$ cat config.mk
export PLATFORM = sky130hd
export DESIGN_NAME = sgrq_front
export DESIGN_NICKNAME = d
export VERILOG_FILES = /design/src/design/sgrq_pkg.sv /design/src/design/sgrq_front.sv
export SDC_FILE = /design/constraint.sdc
export NUM_CORES = 1
export LEC_CHECK = 0
export ABC_AREA = 1
export BUFFER_PORTS_ARGS = -buffer_cell sky130_fd_sc_hd__buf_2
export CAP_MARGIN = 20
export CORE_UTILIZATION = 40
export CTS_BUF_LIST = sky130_fd_sc_hd__clkbuf_8
export CTS_CLUSTER_DIAMETER = 150
export DETAILED_ROUTE_END_ITERATION = 6
export PLACE_DENSITY = 0.68
export SLEW_MARGIN = 10
export SYNTH_ARGS = -nofsm -noshare
export SYNTH_HDL_FRONTEND = slang
export SYNTH_SLANG_ARGS = --single-unit
$ cat constraint.sdc
create_clock -name clk -period 3.8 [get_ports clk]
set_clock_uncertainty 0.2 [all_clocks]
set_input_delay 0 -clock clk [delete_from_list [all_inputs] [get_ports clk]]
set_output_delay 0 -clock clk [all_outputs]
set_load 0.05 [all_outputs]
$ cat src/design/sgrq_pkg.sv
package sgrq_pkg;

    localparam int GRID_CELLS   = 16;   // power of two, wraps by masking
    localparam int GRID_BITS    = $clog2(GRID_CELLS);
    localparam int BKT_BITS     = 2 * GRID_BITS;
    localparam int NUM_BUCKETS  = GRID_CELLS * GRID_CELLS;
    localparam int BUCKET_SLOTS = 4;
    localparam int SLOT_BITS    = (BUCKET_SLOTS > 1) ? $clog2(BUCKET_SLOTS) : 1;
    localparam int FILL_BITS    = $clog2(BUCKET_SLOTS + 1);
    localparam int PT_ADDR_BITS = BKT_BITS + SLOT_BITS;
    localparam int PT_DEPTH     = 1 << PT_ADDR_BITS;
    localparam int MAX_MATCHES  = 64;
    localparam int CNT_BITS     = $clog2(MAX_MATCHES + 1);
    localparam int COORD_BITS   = 16;
    localparam int DIV_STEPS    = COORD_BITS;
    localparam int DIV_CNT_BITS = $clog2(DIV_STEPS);

    typedef enum logic {
        ACT_INSERT = 1'b0,
        ACT_QUERY  = 1'b1
    } action_t;

    // One classified item on its way from the front to the back
    typedef struct packed {
        action_t               action;
        logic [COORD_BITS-1:0] pos_x;
        logic [COORD_BITS-1:0] pos_y;
        logic [COORD_BITS-1:0] radius;
        logic [GRID_BITS-1:0]  cell_u;   // insert: target cell; query: window start
        logic [GRID_BITS-1:0]  cell_v;
        logic [GRID_BITS-1:0]  span_m1;  // query window width minus one
    } job_t;

    typedef struct packed {
        logic                  found;
        logic [COORD_BITS-1:0] match_x;
        logic [COORD_BITS-1:0] match_y;
        logic                  accepted;
        logic                  truncated;
        logic                  last;
    } result_t;

    typedef enum logic [1:0] {
        F_IDLE,
        F_DIV,
        F_PUSH
    } front_state_t;

    typedef enum logic [3:0] {
        B_IDLE,
        B_INS_RD,
        B_INS_WR,
        B_Q_START,
        B_CELL_RD,
        B_CELL_CHK,
        B_PT_RD,
        B_PT_MUL,
        B_PT_CMP,
        B_DONE
    } back_state_t;

endpackage

$ cat src/design/sgrq_front.sv
module sgrq_front (
    input  logic                           clk,
    input  logic                           rst_n,
    input  logic [15:0]                    cell_size,
    input  logic                           in_valid,
    output logic                           in_ready,
    input  sgrq_pkg::action_t              in_action,
    input  logic [sgrq_pkg::COORD_BITS-1:0] in_pos_x,
    input  logic [sgrq_pkg::COORD_BITS-1:0] in_pos_y,
    input  logic [sgrq_pkg::COORD_BITS-1:0] in_radius,
    output logic                           push,
    output sgrq_pkg::job_t                 job,
    input  logic                           q_full
);
    import sgrq_pkg::*;

    front_state_t            state_reg, state_next;
    action_t                 act_reg, act_next;
    logic [COORD_BITS-1:0]   px_reg, px_next, py_reg, py_next, rad_reg, rad_next;
    logic [COORD_BITS-1:0]   qx_reg, qx_next, qy_reg, qy_next, qr_reg, qr_next;
    logic [COORD_BITS-1:0]   rx_reg, rx_next, ry_reg, ry_next, rr_reg, rr_next;
    logic [DIV_CNT_BITS-1:0] cnt_reg, cnt_next;
    logic [COORD_BITS-1:0]   cs;
    logic [COORD_BITS:0]     scan;
    logic [COORD_BITS+1:0]   scan2;
    logic                    whole;
    logic [GRID_BITS-1:0]    cu, cv;

    // One restoring division step: shift in the next dividend bit
    function automatic logic [2*COORD_BITS-1:0] div_step(
        input logic [COORD_BITS-1:0] rem,
        input logic [COORD_BITS-1:0] quo,
        input logic [COORD_BITS-1:0] dvs
    );
        logic [COORD_BITS:0] t;
        logic                ge;
        logic [COORD_BITS:0] d;
        t  = {rem, quo[COORD_BITS-1]};
        ge = (t >= {1'b0, dvs});
        d  = ge ? (t - {1'b0, dvs}) : t;
        return {d[COORD_BITS-1:0], quo[COORD_BITS-2:0], ge};
    endfunction

    assign cs    = (cell_size == '0) ? COORD_BITS'(1) : cell_size;
    assign cu    = qx_reg[GRID_BITS-1:0];
    assign cv    = qy_reg[GRID_BITS-1:0];
    assign scan  = {1'b0, qr_reg} + (COORD_BITS+1)'(1);
    assign scan2 = {scan, 1'b0};
    assign whole = (scan2 >= (COORD_BITS+2)'(GRID_CELLS));
    assign in_ready = (state_reg == F_IDLE);

    always_comb
    begin
        job.action = act_reg;
        job.pos_x  = px_reg;
        job.pos_y  = py_reg;
        job.radius = rad_reg;
        if (act_reg == ACT_INSERT)
        begin
            job.cell_u  = cu;
            job.cell_v  = cv;
            job.span_m1 = '0;
        end
        else if (whole)
        begin
            job.cell_u  = '0;
            job.cell_v  = '0;
            job.span_m1 = GRID_BITS'(GRID_CELLS - 1);
        end
        else
        begin
            job.cell_u  = cu - scan[GRID_BITS-1:0];
            job.cell_v  = cv - scan[GRID_BITS-1:0];
            job.span_m1 = scan2[GRID_BITS-1:0];
        end
    end

    always_comb
    begin
        state_next = state_reg;
        act_next = act_reg;
        px_next = px_reg;
        py_next = py_reg;
        rad_next = rad_reg;
        qx_next = qx_reg;
        qy_next = qy_reg;
        qr_next = qr_reg;
        rx_next = rx_reg;
        ry_next = ry_reg;
        rr_next = rr_reg;
        cnt_next = cnt_reg;
        push = 1'b0;
        case (state_reg)
            F_IDLE:
            begin
                if (in_valid)
                begin
                    act_next = in_action;
                    px_next = in_pos_x;
                    py_next = in_pos_y;
                    rad_next = in_radius;
                    qx_next = in_pos_x;
                    qy_next = in_pos_y;
                    qr_next = in_radius;
                    rx_next = '0;
                    ry_next = '0;
                    rr_next = '0;
                    cnt_next = '0;
                    state_next = F_DIV;
                end
            end
            F_DIV:
            begin
                {rx_next, qx_next} = div_step(rx_reg, qx_reg, cs);
                {ry_next, qy_next} = div_step(ry_reg, qy_reg, cs);
                {rr_next, qr_next} = div_step(rr_reg, qr_reg, cs);
                cnt_next = cnt_reg + DIV_CNT_BITS'(1);
                if (cnt_reg == DIV_CNT_BITS'(DIV_STEPS - 1))
                    state_next = F_PUSH;
            end
            F_PUSH:
            begin
                if (!q_full)
                begin
                    push = 1'b1;
                    state_next = F_IDLE;
                end
            end
            default: state_next = F_IDLE;
        endcase
    end

    always_ff @(posedge clk or negedge rst_n)
    begin
        if (!rst_n)
            state_reg <= F_IDLE;
        else
            state_reg <= state_next;
    end

    always_ff @(posedge clk)
    begin
        act_reg <= act_next;
        px_reg <= px_next;
        py_reg <= py_next;
        rad_reg <= rad_next;
        qx_reg <= qx_next;
        qy_reg <= qy_next;
        qr_reg <= qr_next;
        rx_reg <= rx_next;
        ry_reg <= ry_next;
        rr_reg <= rr_next;
        cnt_reg <= cnt_next;
    end

endmodule

# After elaboration in Yosys (flattened, before gate mapping)
# Cells that the tools add are included.
[totals]
ff_bits = 151
in_bits = 69
out_inout_bits = 63
elab_cells = 59
[op_classes]
add_sub_neg = 7
order_cmp = 4
eq_ne = 6
muxes = 24
n_reduce_logical = 6
[op_table]
columns = ["op", "n"]
rows = [
  ["case mux 16 bit (2 select lines)", 6],
  ["2-to-1 mux 16 bit", 8],
  [">= comparator 17 x 16 -> 1 bit", 3],
  ["subtractor 16 bit", 3],
  ["2-to-1 mux 12 bit", 2],
  [">= comparator 18 x 5 -> 1 bit, second input constant", 1],
  ["adder 16 x 1 -> 17 bit, second input constant", 1],
  ["zero test 16 bit", 1],
  ["case mux 4 bit (2 select lines)", 1],
  ["subtractor 4 bit", 2],
  ["2-to-1 mux 2 bit", 3],
  ["!= test 2 bit, second input constant", 3],
  ["case mux 2 bit (3 select lines)", 1],
  ["adder 4 x 1 -> 4 bit, second input constant", 1],
  ["== test 4 bit, second input constant", 1],
  ["2-to-1 mux 4 bit", 1],
  ["AND reduction 2 bit", 2],
  ["AND reduction 3 bit", 1],
  ["== test 2 x 1 -> 1 bit, second input constant", 1],
  ["== test 2 bit, second input constant", 1],
  ["zero test 2 bit", 1],
  ["2-to-1 mux 1 bit", 2],
  ["nonzero test 2 bit", 1],
]

# Longest topological paths before layout
[logic_depth]
word_depth = 5
ltp_mapped = 16
mapped_depth_nobuf = 15

# Least setup slack after synthesis
# OpenSTA, ideal clock, no wires.
[synth_timing]
path_type = "reg-to-reg"
startpoint = "reg state_reg[1]"
endpoint = "reg cnt_reg[0], enable pin"
arrival_ns = 3.438
required_time_ns = 3.138
path_slack_ns = -0.300
path_stages_with_launch = 4
path_buffers = 0
period_less_slack_ns = 4.100
path_cell_list = "dfrtp_1 -> nor2_1 -> nand2_1 -> nand2_1"
[synth_via]
elab_chain_len = 3
word_cells_on_any_way = 5
cone_classes = "eq/ne (2); reduce/logical (3)"
[synth_lines]
columns = ["item", "line", "source"]
rows = [
  ["start, declared", "sgrq_front.sv:17", "front_state_t state_reg, state_next;"],
  ["start signal, assigned", "sgrq_front.sv:138", "state_reg <= state_next;"],
  ["zero test 2 bit (*)", "n/a", ""],
  ["named net in_ready", "sgrq_front.sv:6", "output logic in_ready,"],
  ["!= test 2 bit (no source line) / nonzero test 2 bit (equally long branches)", "n/a", ""],
  ["AND reduction 2 bit (no source line) (*)", "n/a", ""],
  ["end signal, assigned", "sgrq_front.sv:153", "cnt_reg <= cnt_next;"],
  ["end, declared", "sgrq_front.sv:22", "logic [DIV_CNT_BITS-1:0] cnt_reg, cnt_next;"],
]
# The timed path passes the listed nets; every way through them passes the cells marked *.
# A chain may end at the register's enable or synchronous reset.

==> results.yml <==
outcome:
  outcome: "finished clean"
route:
  wl_per_cell_um: 14.93
  route.detailed.drc: 0
  ant_nets: 0
  drtPass1Iterations: 5
  vias_per_cell: 4.993
  drt_iter0_drc: 678
  wl_um: 25490
  num_vias: 8528
timing:
  worst_slew_pin_slew_ns: 1.033
  grt_setup_unrepaired: "no"
  relSlewSlack_pct: 31.01
  fin_crit_ns: 3.292
  layout_worst_path_cycle_share_pct: 86.64
  setup_viol: 0
  slew_viol_final: 0
  max_freq_ghz: 0.3037
  hold_viol: 0
  setup_tns_ns: 0
  whs_ns: 0.03826
run:
  drv_cap: 0
setup_path:
  path_cells: "ha_1 -> xor2_1 -> inv_1 -> ha_1 -> nand2_1 -> nor2_1 -> a211oi_1 -> nor2_1 -> nor2_1 -> nand4_1 -> nand2_1 -> buf_2"
  path_max_fanout: 8
  cp_slowest_cell: "edfxtp_1"
  reg2reg_from: "rr_reg[13]"
  reg2reg_slack_ns: 1.00
  cpMostUsedCell: "nor2_1"
  timing.rr.end: "qr_reg[0]"
  worstPathArrival_ns: 3.09
  max_stage_delay_ns: 0.53
  ff2ff_path_depth: 7
  criticalPathCategory: "flop to output port"
  cp-startpoint: "qr_reg[0]"
  start_kind: "flop"
  required_ns: 3.60
  cp-end-kind: "output port"
synthesis:
  ys.flop_type: "edfxtp_1"
  syn-cell-area_um2: 9652
  ys_seq_area_share_pct: 46.88
  synth-edff-count: 149
  synth_seq_cells: 151
  syn_nets: 1323
  synthCells: 1192
  netlist-cell-type-count: 35
  ys_async_sr_fraction_pct: 1.325
  synth_top_area_share_pct: 46.36
  yosysMostFrequentCell: "nand2_1"
  yosys_warnings: 0
  synth.avg_cell_area_um2: 8.097
  yosys.area.top_type: "edfxtp_1"
  ys_top_cells_by_area: "edfxtp_1, nand2_1, ha_1"
  synthTopCellsByCount: "nand2_1, nor2_1, edfxtp_1, inv_1, nand3_1"
clocking:
  ctsRootBufferMaster: "clkbuf_8"
  path_clk_slew_ns: 0.10
  clkLatencyLatePin_ns: 0.46
  clockBufferDepth: 2
  cts_tree: "done"
  htree_levels: 4
  ctsResizeCount: 0
  cts_sinks: 151
  cts-buffers-inserted: 17
placement:
  dp_hpwl_um: 18010
  place_congestion: 0.9205
  port_buffers: 131
die:
  die_area_um2: 24750
  floorplan.initialDensity_pct: 41.00
  rows: 56
  die_y_um: 157.3
  core_area_um2: 23540
  die_w_um: 157.3
  ios: 132
worst_hold_path:
  hp-class: "input pin to flop"
  min_from: "cell_size[1]"
  min_path_cells: 5
  hold-path-endpoint: "rx_reg[1]"
global_routing:
  gr-total-overflow: 0
  antenna_found_initial: 0
  grt_max_degree: 77
  grt_pass1_wl_um: 40060
  grt_pass1_vias: 8024
  grt_use_total_pct: 21.03
finish:
  antenna_cells: 0
  drive_gt1_share_pct: 14.47
  area_growth_pct: 20.43
  finalNetCount: 1507
  fin_util_pct: 49.37
  fillCellCount: 2239
power:
  peakVddDrop_uv: 489.3
  p_leak_uw: 0.005654
  power_density_nw_per_um2: 900.0
-- critical path: cells and delay by family, from the launching register on --
family | cells | cell delay (ns)
and+or+nand+nor | 6 | 0.52
AOI/OAI and AO/OA | 1 | 0.29
DFF | 1 | 0.53
adders and majority gates | 2 | 0.64
buffers and inverters | 2 | 0.40
xor gates and xnor gates | 1 | 0.26
-- final cells by class --
type | count | area (um2) | area share [%]
Tap cell | 319 | 399.1 | 3.434
Sequential cell | 151 | 4524 | 38.92
Clock inverter | 15 | 205.2 | 1.765
Multi-Input combinational cell | 881 | 4518 | 38.87
Timing Repair Buffer | 188 | 1229 | 10.57
Clock buffer | 17 | 234.0 | 2.013
Inverter | 137 | 514.2 | 4.424
-- kinds of logic after synthesis --
| group | Yosys count | synth area share [%] |
|---|---|---|
| compound gates | 106 | 5.872 |
| xor+xnor | 27 | 2.450 |
| fa+ha+maj | 62 | 8.426 |
| buf+inv | 160 | 6.469 |
| flops | 151 | 46.88 |
| simple gates | 686 | 29.91 |
-- worst max path at each step --
| stage | endpoint | slack [ns] | cells after the start |
|---|---|---|---|
| floorplan | cnt_reg[0] | 0.62 | 3 |
| detailed placement | qr_reg[0] | 0.98 | 15 |
| CTS | job[11] | 0.53 | 12 |
| finish | job[11] | 0.51 | 12 |
| global placement | job[7] | 1.07 | 12 |
| global route | job[11] | 0.36 | 12 |
-- layer usage --
metal	vias up	global-route usage, %	routed length [um]
li1	4281	-	-
met2	316	33.46	11480
met5	-	0	0
met3	30	4.983	1832
met4	0	5.502	456
met1	3901	28.64	11720
-- report_power, final --
group / internal, uW / switching [uW]
registers: 2920 / 437
logic: 1870 / 3810
clock network: 684 / 730
total: 5480 / 4980
-- placed cells by master, fill, tap and decap left out, types with 2 or more instances in the layout --
cell / instances
a211oi_1: 2
a21oi_1: 51
and2_1: 2
buf_2: 131
buf_4: 3
bufinv_16: 3
clkbuf_8: 17
dfrtp_1: 2
dlygate4sd3_1: 53
edfxtp_1: 149
fa_1: 5
ha_1: 57
inv_1: 131
inv_2: 6
inv_6: 4
inv_8: 6
nand2_1: 398
nand2_2: 9
nand2_4: 4
nand3_1: 69
nand3_2: 2
nand3b_1: 7
nand4_1: 16
nor2_1: 151
nor2_2: 2
nor2_4: 7
nor3_1: 9
nor4_1: 7
o21a_1: 3
o21ai_0: 47
or2_2: 2
xnor2_1: 14
xor2_1: 13
-- metrics by stage --
| step | worst slack (ns) | total power [uW] | cells | instance area (um2) |
|---|---|---|---|---|
| floorplan | 0.6187 | 7671 | 1192 | 9654 |
| global placement | 1.070 | 8896 | 1623 | 10650 |
| detailed placement | 0.9850 | 8990 | 1623 | 10650 |
| CTS | 0.5295 | 10480 | 1708 | 11620 |
| global route | 0.3645 | 11380 | 1708 | 11620 |
| finish | 0.5076 | 10460 | 1708 | 11620 |
-- repair_timing --
item	in CTS	in global routing
hold buffers	53	0
buffers inserted	0	0
endpoints found under the hold margin	101	0
setup endpoints to repair	0	0
Power figures use the tool's default switching activity.
