### config.mk
export PLATFORM = sky130hd
export DESIGN_NAME = sgrq_fifo
export DESIGN_NICKNAME = d
export VERILOG_FILES = /design/src/design/sgrq_pkg.sv /design/src/design/sgrq_fifo.sv
export SDC_FILE = /design/constraint.sdc
export NUM_CORES = 1
export LEC_CHECK = 0
export ABC_AREA = 0
export BUFFER_PORTS_ARGS = -buffer_cell sky130_fd_sc_hd__buf_2
export CAP_MARGIN = 20
export CELL_PAD_IN_SITES_DETAIL_PLACEMENT = 0
export CELL_PAD_IN_SITES_GLOBAL_PLACEMENT = 1
export CORE_MARGIN = 1.5
export CORE_UTILIZATION = 40
export CTS_BUF_LIST = sky130_fd_sc_hd__clkbuf_16
export DETAILED_ROUTE_END_ITERATION = 16
export PLACE_DENSITY = 0.8
export SYNTH_ARGS = -nofsm -noshare
export SYNTH_HDL_FRONTEND = slang
export SYNTH_SLANG_ARGS = --single-unit
### constraint.sdc
create_clock -name clk -period 3.29 [get_ports clk]
set_input_delay 0.1645 -clock clk [delete_from_list [all_inputs] [get_ports clk]]
set_output_delay 0.1645 -clock clk [all_outputs]
set_load 0.005 [all_outputs]
### src/design/sgrq_pkg.sv
package sgrq_pkg;

    localparam int GRID_CELLS   = 16;   // power of two, wraps by masking
    localparam int GRID_BITS    = $clog2(GRID_CELLS);
    localparam int BKT_BITS     = 2 * GRID_BITS;
    localparam int NUM_BUCKETS  = GRID_CELLS * GRID_CELLS;
    localparam int BUCKET_SLOTS = 4;
    localparam int SLOT_BITS    = (BUCKET_SLOTS > 1) ? $clog2(BUCKET_SLOTS) : 1;
    localparam int FILL_BITS    = $clog2(BUCKET_SLOTS + 1);
    localparam int PT_ADDR_BITS = BKT_BITS + SLOT_BITS;
    localparam int PT_DEPTH     = 1 << PT_ADDR_BITS;
    localparam int MAX_MATCHES  = 64;
    localparam int CNT_BITS     = $clog2(MAX_MATCHES + 1);
    localparam int COORD_BITS   = 16;
    localparam int DIV_STEPS    = COORD_BITS;
    localparam int DIV_CNT_BITS = $clog2(DIV_STEPS);

    typedef enum logic {
        ACT_INSERT = 1'b0,
        ACT_QUERY  = 1'b1
    } action_t;

    // One classified item on its way from the front to the back
    typedef struct packed {
        action_t               action;
        logic [COORD_BITS-1:0] pos_x;
        logic [COORD_BITS-1:0] pos_y;
        logic [COORD_BITS-1:0] radius;
        logic [GRID_BITS-1:0]  cell_u;   // insert: target cell; query: window start
        logic [GRID_BITS-1:0]  cell_v;
        logic [GRID_BITS-1:0]  span_m1;  // query window width minus one
    } job_t;

    typedef struct packed {
        logic                  found;
        logic [COORD_BITS-1:0] match_x;
        logic [COORD_BITS-1:0] match_y;
        logic                  accepted;
        logic                  truncated;
        logic                  last;
    } result_t;

    typedef enum logic [1:0] {
        F_IDLE,
        F_DIV,
        F_PUSH
    } front_state_t;

    typedef enum logic [3:0] {
        B_IDLE,
        B_INS_RD,
        B_INS_WR,
        B_Q_START,
        B_CELL_RD,
        B_CELL_CHK,
        B_PT_RD,
        B_PT_MUL,
        B_PT_CMP,
        B_DONE
    } back_state_t;

endpackage

### src/design/sgrq_fifo.sv
module sgrq_fifo (
    input  logic           clk,
    input  logic           rst_n,
    input  logic           push,
    input  sgrq_pkg::job_t push_job,
    output logic           full,
    input  logic           pop,
    output logic           not_empty,
    output sgrq_pkg::job_t head
);
    import sgrq_pkg::*;

    job_t       slot_reg [2];
    logic       wp_reg, rp_reg;
    logic [1:0] cnt_reg;

    assign full      = (cnt_reg == 2'd2);
    assign not_empty = (cnt_reg != 2'd0);
    assign head      = slot_reg[rp_reg];

    always_ff @(posedge clk or negedge rst_n)
    begin
        if (!rst_n)
        begin
            wp_reg <= 1'b0;
            rp_reg <= 1'b0;
            cnt_reg <= 2'd0;
        end
        else
        begin
            if (push)
                wp_reg <= ~wp_reg;
            if (pop)
                rp_reg <= ~rp_reg;
            if (push && !pop)
                cnt_reg <= cnt_reg + 2'd1;
            else if (pop && !push)
                cnt_reg <= cnt_reg - 2'd1;
        end
    end

    always_ff @(posedge clk)
    begin
        if (push)
            slot_reg[wp_reg] <= push_job;
    end

endmodule

==> Word level (Yosys, flattened, before mapping) <==
Memories as Yosys holds them, arrays and structs flattened.
Index checks and enable logic that the tools add are counted.
{ "word_totals": {"latch_bits": 0, "ff_bits": 4, "ram_bits": 122, "out_inout_bits": 63, "inputBits": 65, "mem_count": 1, "elab_cells": 19, "romBits": 0} }
{ "memory_table": {"columns": ["name", "words", "word_bits", "read_ports", "rd_ports_with_merged_regs", "wr", "line_no", "text"], "rows": [
  ["slot_reg", 2, 61, 1, 0, 1, "sgrq_fifo.sv:13", "job_t slot_reg [2];"]
]} }
{ "op_classes": {"add_sub_neg": 2, "n_reduce_logical": 6, "bitwise_logic": 2, "div": 0, "shift": 0, "order_cmp": 0, "n_eq_ne": 1, "muxes": 4, "mul": 0} }
{ "ops": {"columns": ["op", "count"], "rows": [
  ["two-way mux 2 bit", 2],
  ["nonzero test 2 bit", 2],
  ["adder 2 x 1 -> 2 bit (second input constant)", 1],
  ["equality test 2 bit (second input constant)", 1],
  ["logical AND 1 bit", 2],
  ["logical NOT 1 bit", 2],
  ["two-way mux 1 bit", 2],
  ["NOT 1 bit", 2],
  ["subtractor 2 x 1 -> 2 bit (second input constant)", 1]
]} }

==> Logic depth before layout (Yosys ltp) <==
Gate-level depths: netlist of run 1.
{ "logic_depth": {"word_depth": 4, "depth_mapped": 5, "ltp_nobuf": 5} }

==> Least setup slack after synthesis of run 1 <==
No wires, ideal clock.
{ "synth_path": {"path_kind": "register -> register", "from": "register wp_reg", "to": "memory slot_reg[0][0] (netlist bit) (enable)", "stages_incl_launch_ff": 2, "required_time_ns": 2.803, "period_less_slack_ns": 3.603, "setup_slack_ns": -0.313, "arrival_ns": 3.115, "cell_sequence": "dfrtp_1 -> nor2b_1"} }
{ "synth_rtl": {"columns": ["element", "line_no", "text"], "rows": [
  ["start: declaration", "sgrq_fifo.sv:14", "logic wp_reg, rp_reg;"],
  ["start signal: assignment", "sgrq_fifo.sv:32", "wp_reg <= ~wp_reg;"],
  ["end: declaration", "sgrq_fifo.sv:13", null]
]} }
No word-level cell before the write port.

==> metrics.md, run 1 <==
| Metric | Value |
|---|---|
| F_max | 441 MHz |
| Finished Cell Area | between 6000 and 7000 µm² |
| P&R area growth vs syn | 39.9% |
| Slew @ Worst Pin | 0.761 ns |
| Clk root buf | clkbuf_16 |
| Worst Path Arrival | roughly 2.1 ns |
| Crit path time final | 2.27 ns |
| Data required time of the worst path | 3.13 ns |
| Post-Syn Area | ~4900 µm² |
| Fillers | 895 |
| Antenna viol nets, final | 0 |
| Largest family of logic cells by synthesized area | multiplexers |
| Adder-Cell Fraction of Synth Area | 0.00256 |
| Largest register FFs | about 120 |
| Syn Nets | around 270 |
| RSZ-0062 raised after global routing | false |
| Overall Global Routing Usage | 0.135 |
| Hpwl dp | between 5000 and 6000 µm |
| Register area | 3770 µm² |
| Leakage | 2.80 nW |
| Setup slack at placement | approximately 1.4 ns |
| Clk sinks | around 130 |
| Fin crit share | 0.689 |
| CP Launch Type | register |
| Comb pwr share | 0.263 |
| Outcome | finished clean |
| Sequential area share after synthesis | 0.769 |
| Worst Setup Path Type | reg -> out |
| Peak supply drop | 596 µV |
| Worst-path maximum fanout | 32 |
| Die H | 114 µm |
| DR WL/cell | 14.9 µm |
| Maxcap violations | 0 |
| CTS max path bufs | 2 |
| Vias in the first global route | approximately 2,700 |
| Initial antenna violation count | 0 |
| Largest net degree at the start of global routing | 33 |
| Netlist cell types | 14 |
| I/O pin count | 128 |
| Multiplexer share of the synthesized area | 0.186 |
| Grt ovf | 0 |
| Seq cells post-synth | 126 |
| First-pass GRT wire length | 12,800 µm |
| Synth Area in Simple Gates | 0.00588 |
| CTS buffer count | 17 |
| Slew HR | 0.492 |
| Layout cells sized above 1 | 0.526 |
| Setup bufs post-CTS | 0 |
| Avg Inst Size Synth | between 20 and 25 µm² |
| Final Hold Vio Count | 0 |
| GP Congestion | 0.621 |
| Net Sw Frac | 0.253 |
| Final Skew | 0.00738 ns |
| Core Area | between 10,000 and 15,000 µm² |
| Post-Route WL | 8530 µm |
| Yosys Warn Count | 0 |
| Number of gates resized after CTS | 0 |
| CP Capture Type | output pin |
| Clock share of power | 0.314 |
| Hold WC Path Type | in -> async |
| Buffers on Ports | 127 |
| Setup TNS Final | 0 ns |
| Final worst slack | roughly 1.0 ns |
| Clock Latency Late Sink | 0.40 ns |
| Flop pwr share | 0.423 |
| P_sw | between 0.001 and 0.0015 W |
| DIE AREA | roughly 13,000 µm² |
| Register-to-Register Path Depth | 2 |
| Pwr/cell area | 806 nW/µm² |
| Final slew viol count | 0 |
| DRT Pass-1 Iters | 5 |
| Number of DRC markers in iteration 0 | 126 |
| Final Util | 0.572 |
| Depth of the CTS H-tree | 4 |
| Gate count of the mapped netlist | 206 |
| DRC viols | 0 |
| Placed standard-cell area | 5650 µm² |
| Synth Area in XOR/XNOR | 0.00895 |
| Via/cell ratio | 4.51 |
| Compound-Gate Fraction of Synth Area | 0 |
| Initial Util | 0.409 |
| CTS tree | done |
| Via count | approximately 2,600 |
| Internal Power | 0.00412 W |
| Worst-path clk slew | 0.05 ns |
| ANT cells | 0 |
| Final Setup Violations | 0 |
| Multi-input gate area | 1000 µm² |
| Core Rows | 40 |
| Die width | 114 µm |
| Nets@finish | 479 |
power by group through the flow:
stage / clock network [W] / registers (W) / logic [W]
6_report: 0.00173 / 0.00233 / 0.00145
5_1_grt: 0.00183 / 0.00237 / 0.00157
4_1_cts: 0.00175 / 0.00234 / 0.00147
3_5_place_dp: 0 / 0.00237 / 0.00141
3_3_place_gp: 0 / 0.00235 / 0.00140
2_1_floorplan: 0 / 0.00224 / 0.00114
layout make-up:
| class | count | area share |
|---|---|---|
| clock inverter | 15 | 0.0190 |
| inverter | 1 | 0.000548 |
| tap | 147 | 0.0269 |
| timing repair buffer | 195 | 0.195 |
| clock buffer | 17 | 0.0622 |
| sequential | 126 | 0.550 |
| multi-input combinational | 72 | 0.146 |
synth_stat cells (all sizes together):
library cell	number	area (µm²)
and2	1	6.26
buf	7	131
dfrtp	4	100
edfxtp	122	3660
ha	1	12.5
inv	1	3.75
mux2	61	908
nor2	1	3.75
nor2b	2	12.5
or2	1	6.26
xnor2	1	8.76
xor2	4	35.0
critical path, cell delays in order, from the launching register on:
cell	delay (ns)
dfrtp_4	0.82
buf_12	0.32
mux2_2	0.38
buf_2	0.13
placed cells by master, fill, tap and decap left out, drive strengths merged:
cell type	instances
buf	131
edfxtp	122
dlygate4sd3	64
mux2	61
clkbuf	17
clkinv	8
xor2	4
clkinvlp	4
dfrtp	4
inv	2
bufinv	2
nor2b	2
or2	1
and2	1
xnor2	1
nor2	1
ha	1
logic make-up after synthesis:
family                     Yosys count
xor gates and xnor gates             5
adders and majority gates            1
buffers and inverters                8
DFF                                126
muxes                               61
and+or+nand+nor                      5
metrics by stage:
step	hold slack, ns	instances	power (W)
floorplan	-0.131	206	0.00338
global placement	-0.0266	477	0.00375
detailed placement	-0.0262	477	0.00378
CTS	0.0957	573	0.00557
global route	0.101	573	0.00577
finish	0.112	573	0.00551
per-layer routing:
metal	wire, µm	global-route usage	part of all wire	vias up
met4	114	0.0550	0.013	0
met1	3430	0.142	0.40	1254
li1	-	-	-	1226
met5	0	0	0	-
met3	529	0.0563	0.062	9
met2	4460	0.238	0.52	93
what timing repair did:
action                                  in CTS  in global routing
hold buffers                                64                  0
endpoints found under the hold margin      128                  0
endpoints found under the setup margin       0                  0
final timing paths:
path	from	slack, ns	end
setup / recovery	rp_reg	1.02	head[54]
hold / removal	rst_n	0.11	cnt_reg[0]
setup reg to reg	wp_reg	1.57	slot_reg[1][42]
hold reg to reg	cnt_reg[1]	0.48	cnt_reg[1]
max in group asynchronous	rst_n	3.04	rp_reg
min in group clk	cnt_reg[1]	0.48	cnt_reg[1]
Note: power is estimated with default switching activity, not from simulation.
==> run 2: changes to the inputs <==
==> constraint.sdc (replaced) <==
create_clock -name clk -period 1.8 [get_ports clk]
set_input_delay 0.09 -clock clk [delete_from_list [all_inputs] [get_ports clk]]
set_output_delay 0.09 -clock clk [all_outputs]
set_load 0.005 [all_outputs]
==> run 2 against run 1 <==
Net effect: count of clock-buffer cells in the layout unchanged; critical endpoint is now head[22]; sequential cell count unchanged; total power grew 86%; highest routed layer unchanged.
==> metrics.md, run 2 (same netlist as run 1, synthesis figures left out) <==
| Metric | Value |
|---|---|
| CP Capture Type | output pin |
| Core Rows | 40 (unchanged) |
| Via/cell ratio | 4.47 (-0.70%) |
| Slew HR | 0.730 (+0.237) |
| Largest net degree at the start of global routing | 33 (unchanged) |
| Leakage | 2.85 nW (+2.0%) |
| Initial Util | 0.409 (unchanged) |
| Grt ovf | 0 (unchanged) |
| CTS max path bufs | 2 (unchanged) |
| Worst Path Arrival | 1.58 ns (-0.52 ns) |
| Most frequent cells in the layout | 127 x buf_2, 122 x edfxtp_1, 64 x dlygate4sd3_1, 59 x mux2_4, 17 x clkbuf_16 |
| Fin crit share | 0.928 |
| Overall Global Routing Usage | 0.141 (+0.00574) |
| Outcome | finished clean |
| Met1 WL | 3390 µm (-1.4%) |
| Antenna viol nets, final | 0 (unchanged) |
| CP Launch Type | register |
| P&R area growth vs syn | 41.5% |
| First-pass GRT wire length | 13,100 µm (+2.6%) |
| Clock Latency Late Sink | 0.41 ns (about the same) |
| Depth of the CTS H-tree | 4 (unchanged) |
| GP Congestion | 0.691 (+11%) |
| Slew @ Worst Pin | 0.405 ns (-0.356 ns) |
| Final worst slack | 0.129 ns (-0.894 ns) |
| CTS buffer count | 17 (unchanged) |
| F_max | 599 MHz |
| I/O pin count | 128 (unchanged) |
| Buffers on Ports | 127 (unchanged) |
| Via count | 2,573 (-0.35%) |
| Final Skew | 0.0105 ns (+0.00317 ns) |
| Nets@finish | 482 (+0.63%) |
| Final Hold Vio Count | 0 (unchanged) |
| Die width | 114 µm (unchanged) |
| Core Area | 12,000 µm² (unchanged) |
| Pwr/cell area | 1480 nW/µm² (+84%) |
| Most common cell after layout, fill and taps aside | buf_2 |
| Setup slack at placement | 0.466 ns (-0.975 ns) |
| DR WL/cell | 14.6 µm (-2.2%) |
| Number of DRC markers in iteration 0 | 103 (-18%) |
| Clk root buf | clkbuf_16 |
| Worst-path clk slew | 0.05 ns (about the same) |
| Setup TNS Final | 0 ns (unchanged) |
| Highest Signal Layer | met4 |
| Hpwl dp | 5400 µm (+4.2%) |
| Peak supply drop | 867 µV (+45%) |
| Clk sinks | 126 (unchanged) |
| Final Setup Violations | 0 (unchanged) |
| Die H | 114 µm (unchanged) |
| Final slew viol count | 0 (unchanged) |
| Vias in the first global route | 2,735 (+0.44%) |
| Post-Route WL | 8370 µm (-1.9%) |
| Initial antenna violation count | 0 (unchanged) |
| CTS tree | done |
| Crit path time final | 1.67 ns |
| Post-Layout Cell Count | 575 (+0.35%) |
| ANT cells | 0 (unchanged) |
| Tot Pwr | 0.0103 W (+86%) |
| Setup bufs post-CTS | 0 (unchanged) |
| WL met2 | 4320 µm (-3.0%) |
| # placed instances | 480 (+0.63%) |
| Final Util | 0.579 (+0.00659) |
| DIE AREA | 12,900 µm² (unchanged) |
| Worst Setup Path Type | reg -> out |
| DRT Pass-1 Iters | 4 (-1) |
| Worst-path maximum fanout | 27 (-16%) |
| Maxcap violations | 0 (unchanged) |
| Layout cells sized above 1 | 0.521 (-0.00479) |
| RSZ-0062 raised after global routing | false |
| Data required time of the worst path | 1.71 ns (-1.42 ns) |
| DRC viols | 0 (unchanged) |
| Largest register FFs | 122 (unchanged) |
| Hold WC Path Type | in -> async |
| WL met3 | 464 µm (-12%) |
[run 2: changes by cell type in the layout (fill, tap and decap cells not counted), sizes merged]
cell | previous run | this run
buf | 131 | 134
bufinv | 2 | 3
clkinvlp | 4 | 0
clkinv | 8 | 7
inv | 2 | 5
[run 2: critical path, cell delays in order, from the launching register on]
cell and delay, ns:
dfrtp_4 0.52, buf_12 0.21, mux2_4 0.32, buf_2 0.13
[run 2: final cells by class]
class,instances,area (µm²)
Fill cell,888,5040
Sequential cell,126,3770
Timing Repair Buffer,198,1400
Multi-Input combinational cell,72,1000
Clock buffer,17,425
Tap cell,147,184
Clock inverter,14,136
Inverter,1,3.75
[run 2: repair_timing]
item | CTS | global route
endpoints found under the hold margin | 128 | 0
hold buffers | 64 | 0
gates resized for setup | 0 | 0
[run 2: where the power goes]
group / switching [W] / total (W) / internal, W
Sequential: 0.000184 / 0.00409 / 0.00391
Clock: 0.00112 / 0.00323 / 0.00211
Combinational: 0.00122 / 0.00296 / 0.00174
[run 2: per-layer routing]
metal  GRT usage  vias to the layer above
met4      0.0875                        0
met3      0.0489                       17
met1       0.151                     1233
li1            -                     1235
met2       0.239                       88
met5           0                        -
[run 2: final timing paths]
kind	startpoint	endpoint	slack, ns	cells past startpoint
max	rp_reg	head[22]	0.13	3
min	rst_n	cnt_reg[0]	0.01	2
max reg2reg	wp_reg	slot_reg[1][59]	0.46	2
min reg2reg	cnt_reg[1]	cnt_reg[1]	0.49	1
max in group asynchronous	rst_n	rp_reg	1.63	2
min in group clk	push_job[48]	slot_reg[1][48]	0.40	2
[run 2: per-stage QoR]
stage	hold WS [ns]	instance area, µm²
finish	0.0124	6920
global route	0.0300	6920
CTS	0.00153	6920
detailed placement	-0.0760	5720
global placement	-0.0830	5720
floorplan	-0.206	4900
==> run 3: changes to the inputs <==
--- a/config.mk
+++ b/config.mk
@@ -5,7 +5,7 @@
 export SDC_FILE = /design/constraint.sdc
 export NUM_CORES = 1
 export LEC_CHECK = 0
-export ABC_AREA = 0
+export ABC_AREA = 1
 export BUFFER_PORTS_ARGS = -buffer_cell sky130_fd_sc_hd__buf_2
 export CAP_MARGIN = 20
 export CELL_PAD_IN_SITES_DETAIL_PLACEMENT = 0
@@ -14,6 +14,7 @@
 export CORE_UTILIZATION = 40
 export CTS_BUF_LIST = sky130_fd_sc_hd__clkbuf_16
 export DETAILED_ROUTE_END_ITERATION = 16
+export MAX_ROUTING_LAYER = met4
 export PLACE_DENSITY = 0.8
 export SYNTH_ARGS = -nofsm -noshare
 export SYNTH_HDL_FRONTEND = slang
==> run 3 against run 2 <==
Net effect: via count is 1.2% higher; critical path type unchanged; combinational power is 1% lower; count of clock-buffer cells in the layout stayed put; setup slack worse by 0.020 ns; cell area is 0.11% lower; synthesized cell count is 4.4% higher; sequential share of layout area is 0.059 points higher; critical path depth stayed put; maximum frequency is 1.2% lower.
==> metrics.md, run 3 <==
| Metric | Value |
|---|---|
| Post-Syn Area | 4910 µm² (+0.36%) |
| Final Skew | 0.00838 ns (-0.00216 ns) |
| Most frequent cells in the layout | 127 x buf_2, 122 x edfxtp_1, 66 x dlygate4sd3_1, 59 x mux2_4, 17 x clkbuf_16 |
| DR WL/cell | 14.4 µm (-0.94%) |
| I/O pin count | 128 (unchanged) |
| Overall Global Routing Usage | 0.142 (+0.00108) |
| Setup TNS Final | 0 ns (unchanged) |
| Seq cells post-synth | 126 (unchanged) |
| Grt ovf | 0 (unchanged) |
| Yosys Warn Count | 0 (unchanged) |
| Commonest cells post-synth | 122 x edfxtp_1, 59 x mux2_4, 7 x inv_1 |
| Fin crit share | 0.939 (+0.0112) |
| Worst-path clk slew | 0.05 ns (about the same) |
| Clock Latency Late Sink | 0.40 ns (about the same) |
| Post-synth top area share | 0.746 (-0.00267) |
| GP Congestion | 0.660 (-4.4%) |
| Via count | 2,604 (+1.2%) |
| Net Sw Frac | 0.253 (+0.00781) |
| Data required time of the worst path | 1.71 ns (about the same) |
| Placed standard-cell area | 5700 µm² (-0.35%) |
| Hold WC Path Type | in -> reg |
| Flop pwr share | 0.402 (+0.004) |
| Final Setup Violations | 0 (unchanged) |
| Antenna viol nets, final | 0 (unchanged) |
| Clk root buf | clkbuf_16 |
| CP Launch Type | register |
| Fillers | 927 (+4.4%) |
| P_sw | 0.00256 W (+1.8%) |
| Synth area leader | edfxtp_1 |
| Most common cell after layout, fill and taps aside | buf_2 |
| First-pass GRT wire length | 13,200 µm (+0.85%) |
| CP Capture Type | output pin |
| F_max | 591 MHz (-1.2%) |
| Netlist cell types | 14 (unchanged) |
| Main area contributors after synthesis | edfxtp_1 75%, mux2_4 18%, buf_12 2.4% |
| Die width | 114 µm (+0.18%) |
| Final slew viol count | 0 (unchanged) |
| Slew HR | 0.757 (+0.0271) |
| Worst-path maximum fanout | 34 (+26%) |
| Buffers on Ports | 127 (unchanged) |
| Finished Cell Area | 6920 µm² (-0.11%) |
| Post-synthesis async set-or-reset flop share | 0.0317 (unchanged) |
| Sequential area share after synthesis | 0.767 (-0.00274) |
| Peak supply drop | 688 µV (-21%) |
| Most common cell in the synthesized netlist | edfxtp_1 |
| Final Util | 0.576 (-0.00304) |
| Leakage | 2.83 nW (-0.69%) |
| Die H | 114 µm (+0.18%) |
| Maxcap violations | 0 (unchanged) |
| CTS tree | done |
| Clk sinks | 126 (unchanged) |
| Post-Layout Cell Count | 584 (+1.6%) |
| Comb pwr share | 0.288 (about the same) |
| Core Rows | 40 (unchanged) |
| Via/cell ratio | 4.46 (-0.35%) |
| DRC viols | 0 (unchanged) |
| DIE AREA | 12,900 µm² (+0.35%) |
| Clock share of power | 0.310 (-0.004) |
| RSZ-0062 raised after global routing | false |
| Hold_ws | 0.406 ns (+0.394 ns) |
| Crit path time final | 1.69 ns (+0.0201 ns) |
| P&R area growth vs syn | 40.9% |
| Hpwl dp | 5050 µm (-6.4%) |
| Dominant synthesized flop cell | edfxtp_1 |
| Number of DRC markers in iteration 0 | 77 (-25%) |
| Core Area | 12,000 µm² (+0.42%) |
| Post-Route WL | 8420 µm (+0.61%) |
| Vias in the first global route | 2,767 (+1.2%) |
| Worst Setup Path Type | reg -> out |
| Worst Path Arrival | 1.60 ns (+0.02 ns) |
| Depth of the CTS H-tree | 4 (unchanged) |
| Nets@finish | 491 (+1.9%) |
| Internal Power | 0.00757 W (-2.4%) |
| # placed instances | 487 (+1.5%) |
| CTS max path bufs | 2 (unchanged) |
| DRT Pass-1 Iters | 4 (unchanged) |
| Outcome | finished clean |
| Syn Nets | 281 (+3.3%) |
| Largest net degree at the start of global routing | 62 (+88%) |
| Slew @ Worst Pin | 0.365 ns (-0.0407 ns) |
| Post-synth EDFFs | 122 (unchanged) |
| Initial antenna violation count | 0 (unchanged) |
| Pwr/cell area | 1470 nW/µm² (-1.3%) |
| CTS buffer count | 17 (unchanged) |
| ANT cells | 0 (unchanged) |
| Avg Inst Size Synth | 22.8 µm² (-3.8%) |
| Layout cells sized above 1 | 0.513 (-0.00844) |
| Gate count of the mapped netlist | 215 (+4.4%) |
| Initial Util | 0.409 (about the same) |
| Final Hold Vio Count | 0 (unchanged) |
| Largest register FFs | 122 (unchanged) |
==> run 3: changes by cell type after synthesis, sizes merged <==
cell / previous run / this run
and2: 1 / 0
inv: 1 / 7
nand2: 0 / 6
nand3: 0 / 1
nand4: 0 / 1
nor2: 1 / 2
nor2b: 2 / 0
or2: 1 / 0
xor2: 4 / 2
==> run 3: cell families after synthesis <==
family,Yosys count,share of synthesized area
xor gates and xnor gates,3,0.00535
muxes,61,0.185
and+or+nand+nor,10,0.00841
DFF,126,0.767
buffers and inverters,14,0.0321
adders and majority gates,1,0.00255
==> run 3: power by group through the flow <==
stage / registers [W] / clock network, W / logic, W
floorplan: 0.00408 / 0 / 0.00210
global placement: 0.00410 / 0 / 0.00283
detailed placement: 0.00414 / 0 / 0.00287
CTS: 0.00408 / 0.00322 / 0.00298
global route: 0.00413 / 0.00336 / 0.00316
finish: 0.00408 / 0.00314 / 0.00292
==> run 3: stage by stage <==
stage / power, W / worst slack (ns)
floorplan: 0.00618 / 0.0156
global placement: 0.00694 / 0.523
detailed placement: 0.00700 / 0.489
CTS: 0.0103 / 0.0868
global route: 0.0107 / 0.0574
finish: 0.0101 / 0.109
==> run 3: area by class of cell <==
class	instances	area, µm²	share of cell area
flip-flops and latches	126	3770	0.545
repair buffers	198	1380	0.200
multi-input cells	75	996	0.144
clock buffers	17	425	0.0615
well taps	147	184	0.0266
clock inverters	14	129	0.0186
inverters	7	30.0	0.00434
==> run 3: worst paths after layout <==
check / startpoint / end / slack, ns / cells past startpoint
max: rp_reg / head[49] / 0.11 / 3
min: push_job[46] / slot_reg[0][46] / 0.41 / 2
max reg2reg: wp_reg / slot_reg[0][8] / 0.52 / 2
min reg2reg: cnt_reg[1] / cnt_reg[1] / 0.48 / 2
max in group asynchronous: rst_n / cnt_reg[1] / 0.52 / 4
min in group asynchronous: rst_n / rp_reg / 0.58 / 3
==> run 3: critical path, stage by stage (launching register included) <==
cell and delay (ns):
dfrtp_4 0.50, buf_12 0.19, mux2_4 0.34, buf_2 0.13
==> run 3: per-layer routing <==
metal | up-vias | track usage | routed length, µm | share of wire
met5 | - | - | 0 | 0
met4 | 0 | 0.0525 | 68 | 0.0081
met3 | 8 | 0.0425 | 391 | 0.046
met2 | 81 | 0.239 | 4400 | 0.52
met1 | 1257 | 0.160 | 3560 | 0.42
li1 | 1258 | - | - | -
==> run 3: repair_timing <==
item	4_1_cts	5_1_grt
buffers inserted	0	0
hold buffers	66	0
endpoints found under the setup margin	0	0
endpoints found under the hold margin	128	0
gates resized for setup	0	0
